[config.mk]
export PLATFORM = sky130hd
export DESIGN_NAME = rra_ctrl
export DESIGN_NICKNAME = d
export VERILOG_FILES = /design/src/rra_pkg.sv /design/src/rra_ctrl.sv
export SDC_FILE = /design/constraint.sdc
export NUM_CORES = 1
export LEC_CHECK = 0
export BUFFER_PORTS_ARGS = -buffer_cell sky130_fd_sc_hd__buf_2
export CAP_MARGIN = 20
export CORE_UTILIZATION = 30
export CTS_BUF_LIST = sky130_fd_sc_hd__clkbuf_16
export DETAILED_ROUTE_END_ITERATION = 7
export GPL_ROUTABILITY_DRIVEN = 0
export HOLD_SLACK_MARGIN = 0.03
export SKIP_LAST_GASP = 1
export SLEW_MARGIN = 30
export SYNTH_ARGS = -nofsm -noshare
export SYNTH_HDL_FRONTEND = slang
export SYNTH_SLANG_ARGS = --single-unit
[constraint.sdc]
create_clock -name clk -period 2.2 [get_ports clk]
set_input_delay 0.66 -clock clk [delete_from_list [all_inputs] [get_ports clk]]
set_output_delay 0.66 -clock clk [all_outputs]
set_load 0.01 [all_outputs]
[src/rra_pkg.sv]
// ----------------------------------------------------------------------------
// rra_pkg: shared definitions for the rectangle area average block
// Field widths, register indexes, action codes and the command and status
// bundles that pass between the controller and the datapath.
// ----------------------------------------------------------------------------
package rra_pkg;

	// Field widths fixed by the interface.
	localparam int COORD_W   = 16;
	localparam int CH_W      = 8;
	localparam int PIX_W     = 4 * CH_W;
	localparam int REG_W     = 9;
	localparam int CFG_IDX_W = 1;

	// Default image store dimensions.
	localparam int DEF_MAX_WIDTH  = 256;
	localparam int DEF_MAX_HEIGHT = 256;

	// Image size held in both size registers after reset.
	localparam int RESET_SIZE = 256;

	// Restoring divide steps: one per quotient bit of an 8-bit average.
	localparam int DIV_STEPS = CH_W;
	localparam int DIV_CW    = $clog2(DIV_STEPS);

	// Action codes of an input transaction.
	localparam logic ACTION_WRITE = 1'b0;
	localparam logic ACTION_QUERY = 1'b1;

	// Configuration register indexes.
	localparam logic [CFG_IDX_W-1:0] REG_IMAGE_WIDTH  = 1'b0;
	localparam logic [CFG_IDX_W-1:0] REG_IMAGE_HEIGHT = 1'b1;

	// Commands from the controller to the datapath.
	typedef struct packed {
		logic wr_accept;
		logic capture;
		logic order;
		logic clamp;
		logic setup;
		logic walk;
		logic div_step;
		logic load_result;
	} rra_cmd_t;

	// Status from the datapath to the controller.
	typedef struct packed {
		logic outside;
		logic walk_last;
	} rra_sts_t;

endpackage

[src/rra_ctrl.sv]
// ----------------------------------------------------------------------------
// rra_ctrl: sequencer for the rectangle area average block
// Accepts transactions, steps a query through ordering, clamping, the pixel
// walk and the divide, and owns the result valid flag.
// ----------------------------------------------------------------------------
module rra_ctrl (
	input  logic              clk,
	input  logic              arst_n,
	input  logic              req_valid,
	input  logic              action,
	output logic              req_ready,
	input  logic              res_ready,
	output logic              res_valid,
	output rra_pkg::rra_cmd_t cmd,
	input  rra_pkg::rra_sts_t sts
);

	typedef enum logic [2:0] {
		S_IDLE,
		S_ORDER,
		S_CLAMP,
		S_SETUP,
		S_WALK,
		S_DRAIN,
		S_DIV,
		S_FINISH
	} state_t;

	state_t                      state_q;
	logic [rra_pkg::DIV_CW-1:0]  div_cnt_q;
	logic                        res_valid_q;
	logic                        accept;
	logic                        load;

	// A transaction is taken only between queries; writes stream freely.
	assign req_ready = (state_q == S_IDLE);
	assign accept    = req_valid && req_ready;
	assign load      = (state_q == S_FINISH) && (!res_valid_q || res_ready);
	assign res_valid = res_valid_q;

	// Commands decoded from the current state.
	always_comb begin
		cmd             = '0;
		cmd.wr_accept   = accept && (action == rra_pkg::ACTION_WRITE);
		cmd.capture     = accept && (action == rra_pkg::ACTION_QUERY);
		cmd.order       = (state_q == S_ORDER);
		cmd.clamp       = (state_q == S_CLAMP);
		cmd.setup       = (state_q == S_SETUP);
		cmd.walk        = (state_q == S_WALK);
		cmd.div_step    = (state_q == S_DIV);
		cmd.load_result = load;
	end

	// State, divide step counter and result valid flag.
	always_ff @(posedge clk or negedge arst_n) begin
		if (!arst_n) begin
			state_q     <= S_IDLE;
			div_cnt_q   <= '0;
			res_valid_q <= 1'b0;
		end else begin
			unique case (state_q)
				S_IDLE: begin
					if (accept && (action == rra_pkg::ACTION_QUERY)) begin
						state_q <= S_ORDER;
					end
				end
				S_ORDER: begin
					state_q <= S_CLAMP;
				end
				S_CLAMP: begin
					state_q <= S_SETUP;
				end
				S_SETUP: begin
					state_q <= sts.outside ? S_FINISH : S_WALK;
				end
				S_WALK: begin
					if (sts.walk_last) begin
						state_q <= S_DRAIN;
					end
				end
				S_DRAIN: begin
					state_q   <= S_DIV;
					div_cnt_q <= rra_pkg::DIV_CW'(rra_pkg::DIV_STEPS - 1);
				end
				S_DIV: begin
					if (div_cnt_q == '0) begin
						state_q <= S_FINISH;
					end else begin
						div_cnt_q <= div_cnt_q - 1'b1;
					end
				end
				S_FINISH: begin
					if (load) begin
						state_q <= S_IDLE;
					end
				end
			endcase

			if (load) begin
				res_valid_q <= 1'b1;
			end else if (res_ready) begin
				res_valid_q <= 1'b0;
			end
		end
	end

	// An accepted query always starts the ordering step.
	a_query_starts: assert property (@(posedge clk) disable iff (!arst_n)
		(accept && (action == rra_pkg::ACTION_QUERY)) |=> (state_q == S_ORDER))
		else $error("accepted query did not start");

	// The last divide step hands over to the result stage.
	a_div_ends: assert property (@(posedge clk) disable iff (!arst_n)
		((state_q == S_DIV) && (div_cnt_q == '0)) |=> (state_q == S_FINISH))
		else $error("divide did not finish after its last step");

	// A finished result waits while the previous one is still pending.
	a_finish_waits: assert property (@(posedge clk) disable iff (!arst_n)
		((state_q == S_FINISH) && res_valid_q && !res_ready) |=>
		((state_q == S_FINISH) && res_valid_q))
		else $error("result overwritten before it was taken");

endmodule

---- Yosys cells after proc, flatten, opt, wreduce, memory -nomap -nowiden ----
Index checks and enable logic that the tools add are counted.
operators by class
  add/sub/neg operators ................... 1
  equality and inequality tests ........... 12
  muxes and demuxes ....................... 10
  bitwise gates (word level) .............. 1
  reductions and logical operators ........ 12
operators by type and width
  kind                                                                      number
  3-bit one-hot mux with 8 select lines                                     1
  3-bit two-way mux                                                         5
  3-bit == test (second input constant)                                     4
  3-bit by 2-bit == test with 1-bit output (second input constant)          2
  3-bit zero test                                                           2
  2-bit by 1-bit inequality test with 1-bit output (second input constant)  3
  3-bit one-hot mux with 2 select lines                                     1
  1-bit logical AND                                                         4
  2-bit inequality test (second input constant)                             2
  4-bit AND reduction                                                       1
  2-bit nonzero test                                                        2
  3-bit by 1-bit == test with 1-bit output (second input constant)          1
  3-bit by 1-bit subtractor with 3-bit output (second input constant)       1
  1-bit two-way mux                                                         2
  2-bit two-way mux                                                         1
  2-bit AND reduction                                                       1
  1-bit zero test                                                           1
  1-bit logical OR                                                          1
  1-bit inverter                                                            1
word-level totals
  flip-flop bits (word level) ............. 7
  input bits .............................. 7
  output and inout bits ................... 10
  logic and storage cells ................. 39

---- Logic depth before layout (Yosys ltp) ----
  depth after elaboration ................. 5
  mapped depth ............................ 5
  gate-level depth less buffers ........... 5

---- Least setup slack after synthesis ----
No wires, ideal clock.
  kind .................................... reg2out
  start ................................... reg state_q[1]
  end ..................................... out cmd[7] (netlist bit)
  arrival ................................. 1164 ps
  data required time ...................... 1540 ps
  setup slack ............................. 376 ps
  stages on the path, launching flop included .. 5
  path buffers ............................ 1
  cell sequence ........................... dfrtp_1 > buf_2 > nor3_1 > nand2_1 > nor2_1
RTL lines
  element                 line            text
  start, declared         rra_ctrl.sv:29  state_t state_q;
  start signal, assigned  rra_ctrl.sv:74  state_q <= sts.outside ? S_FINISH : S_WALK;
  end, declared           rra_ctrl.sv:14  output rra_pkg::rra_cmd_t cmd,

==> results.toml <==
[logic_synthesis]
synth-simple-area-share = 0.317
synth_top_area_frac = 0.370
muxShareOfSynthArea = 0.0238
synth_xor_area_frac = 0
syn_avg_cell_area_um2 = 8.45
synth_seq_cells = 7
synthAdderAreaFrac = 0.0529
yosys_warnings = 0
ys_seq_area_frac = 0.370
synth_top_family_by_area = "simple AND/OR/NAND/NOR gates"
synthesis.nets = 65
syn_inst = 56
synth_area_leader_cell = "dfrtp_1"
synth_area_um2 = 473
yosys.cell_types.count = 25
synth_compound_area_frac = 0.159
synth_area_leaders = "dfrtp_1 (37%), nor2_1 (5.6%), ha_1 (5.3%)"

[floorplan]
initial_core_util = 0.342
core_area_mm2 = 0.00138
die_h_um = 41.7
die_area_mm2 = 0.00174
io_pins = 17
rows = 13
die_w_um = 41.7

[route]
drt_first_pass_iters = 2
wl_per_cell_um = 11.0
drt_iter0_drc = 1
antenna_left = 0
drt_wl_total_um = 956
viasPerCell = 4.92
drc = 0
vias = 428

[clock_network]
cts_max_level = 1
clkTransAtPathRegs_ps = 30
numCtsBuffers = 3
post_cts_buffers = 0
hold_buffers = 0
cts.sinks = 7
root_buffer = "clkbuf_16"
clock_latency_ps = 230
ctsLongestPathBuffers = 2
tritoncts = "done"
ctsResizeCount = 0

[placed_design]
io_buffers = 16
pre_cts_ws_ps = 401
post-dp-hpwl_um = 717

[setup_path]
r2r-start = "state_q[0]"
cp_data_required_time_ps = 1540
crit_type = "reg2out"
worst_r2r_path_depth = 4
rr_endpoint = "state_q[0]"
setup.worst_path.start_class = "flip-flop"
path_max_fanout = 14
arrival_ps = 1310
end_kind = "output pin"
r2r_setup_slack_ps = 580

[finish]
register_area_um2 = 175
areaGrowthSynthToFinish_pct = 34.1
n_antenna_cell = 0
multiInputGateArea_um2 = 267
num-nets-final = 82
nFillCells = 133
drive_gt1_frac = 0.306

[timing]
tightest_slew_ps = 395
period_minus_slack_ps = 1970
tns_ps = 0
slew_violations = 0
timing.final.ws_setup_ps = 232
fmax_mhz = 508
post-route-period-util = 0.894
hold_violations = 0
setup_viol = 0
whs_ps = 258
skew_ps = 0.789
rsz0062_at_grt = "no"
max-slew-margin-rel = 0.737

[run_status]
status = "completed"

[power_and_ir_drop]
total_power_uw = 967
peakVddDrop_mv = 0.605
total_leakage_power_uw = 0.000330
pwr_density_cell_mw_per_mm2 = 1520

[global_routing]
first_global_vias = 404
grt_pass1_wl_um = 1730
overflow = 0
grt_max_degree = 15
antenna_found_initial = 0
grt_usage = 0.133

[job]
maxCapViolCount = 0

[hold_path]
hold_path.class = "in2async"
cell usage in the layout (no fill, tap or decap):
cell type,count
nor3_1,3
inv_1,5
and3_1,1
a21boi_4,1
nor3_2,1
a311oi_2,1
nor3b_1,1
and2_1,2
mux2_1,1
ha_1,2
a21oi_1,4
nor2_1,7
nor4_1,1
o21a_1,1
buf_2,16
and3b_1,1
nand3_1,3
nand2b_1,2
nand2_1,4
clkbuf_16,3
nor2b_1,2
o21ai_0,1
nand3b_1,1
a211o_1,1
dfrtp_1,7
worst max-delay path, stage by stage, from the launching register on:
cell	delay, ps
dfrtp_1	510
nor3_2	280
nand2_1	80
nor2_1	80
buf_2	130
flip-flops by register name (all words and copies together), names as in the netlist:
signal,cells
div_cnt_q,3
res_valid,1
state_q,3
per-layer routing:
layer / part of all wire / routed length (um) / global-route usage
met1: 0.48 / 463 / 0.165
met2: 0.44 / 423 / 0.203
met3: 0.058 / 55 / 0.0522
met4: 0.015 / 14 / 0.0581
met5: 0 / 0 / 0
worst max path at each step:
stage | startpoint | endpoint | slack, ps | cells past startpoint
4_1_cts | state_q[0] | cmd[6] | 160 | 3
5_1_grt | state_q[0] | cmd[0] | 80 | 3
2_1_floorplan | state_q[1] | cmd[7] | 380 | 4
6_report | state_q[0] | cmd[7] | 230 | 4
3_3_place_gp | res_ready | cmd[0] | 430 | 4
3_5_place_dp | state_q[0] | cmd[6] | 400 | 3
per-stage QoR:
step,utilization,area [um^2],instances
CTS,0.455,629,87
global route,0.459,634,87
finish,0.459,634,87
detailed placement,0.398,551,83
floorplan,-,473,56
global placement,0.398,551,83
final cells by class:
type,count,area share
sequential,7,0.276
clock buffer,3,0.118
timing repair buffer,16,0.126
tap,15,0.0296
clock inverter,1,0.00592
multi-input combinational,41,0.420
inverter,4,0.0237
cell families (layout without fill, tap and decap cells):
kind of cell	Yosys count	in the layout
adder cells (fa/ha/maj)	2	2
multiplexers	1	1
flip-flops	7	7
buffers and inverters	8	24
AND/OR/NAND/NOR	29	29
AO/OA/AOI/OAI	9	9
Yosys cell counts:
cell type  count
a311oi_2       1
a211o_1        1
nand3_1        3
and2_1         2
a21boi_4       1
a21oi_1        4
nor3_1         4
clkbuf_1       1
buf_4          1
nand3b_1       1
o21a_1         1
nor3b_1        1
and3b_1        1
nor2b_1        2
inv_1          4
nand2b_1       2
nor2_1         7
dfrtp_1        7
buf_2          2
and3_1         1
ha_1           2
nor4_1         1
nand2_1        4
mux2_1         1
o21ai_0        1
power by group:
part	leakage, uW	switching (uW)	internal, uW	total, uW
clock	0.0000423	63.4	236	299
sequential	0.0000758	109	187	296
combinational	0.000212	188	185	373
total	0.000330	360	608	967
Note: power is estimated with default switching activity, not from simulation.
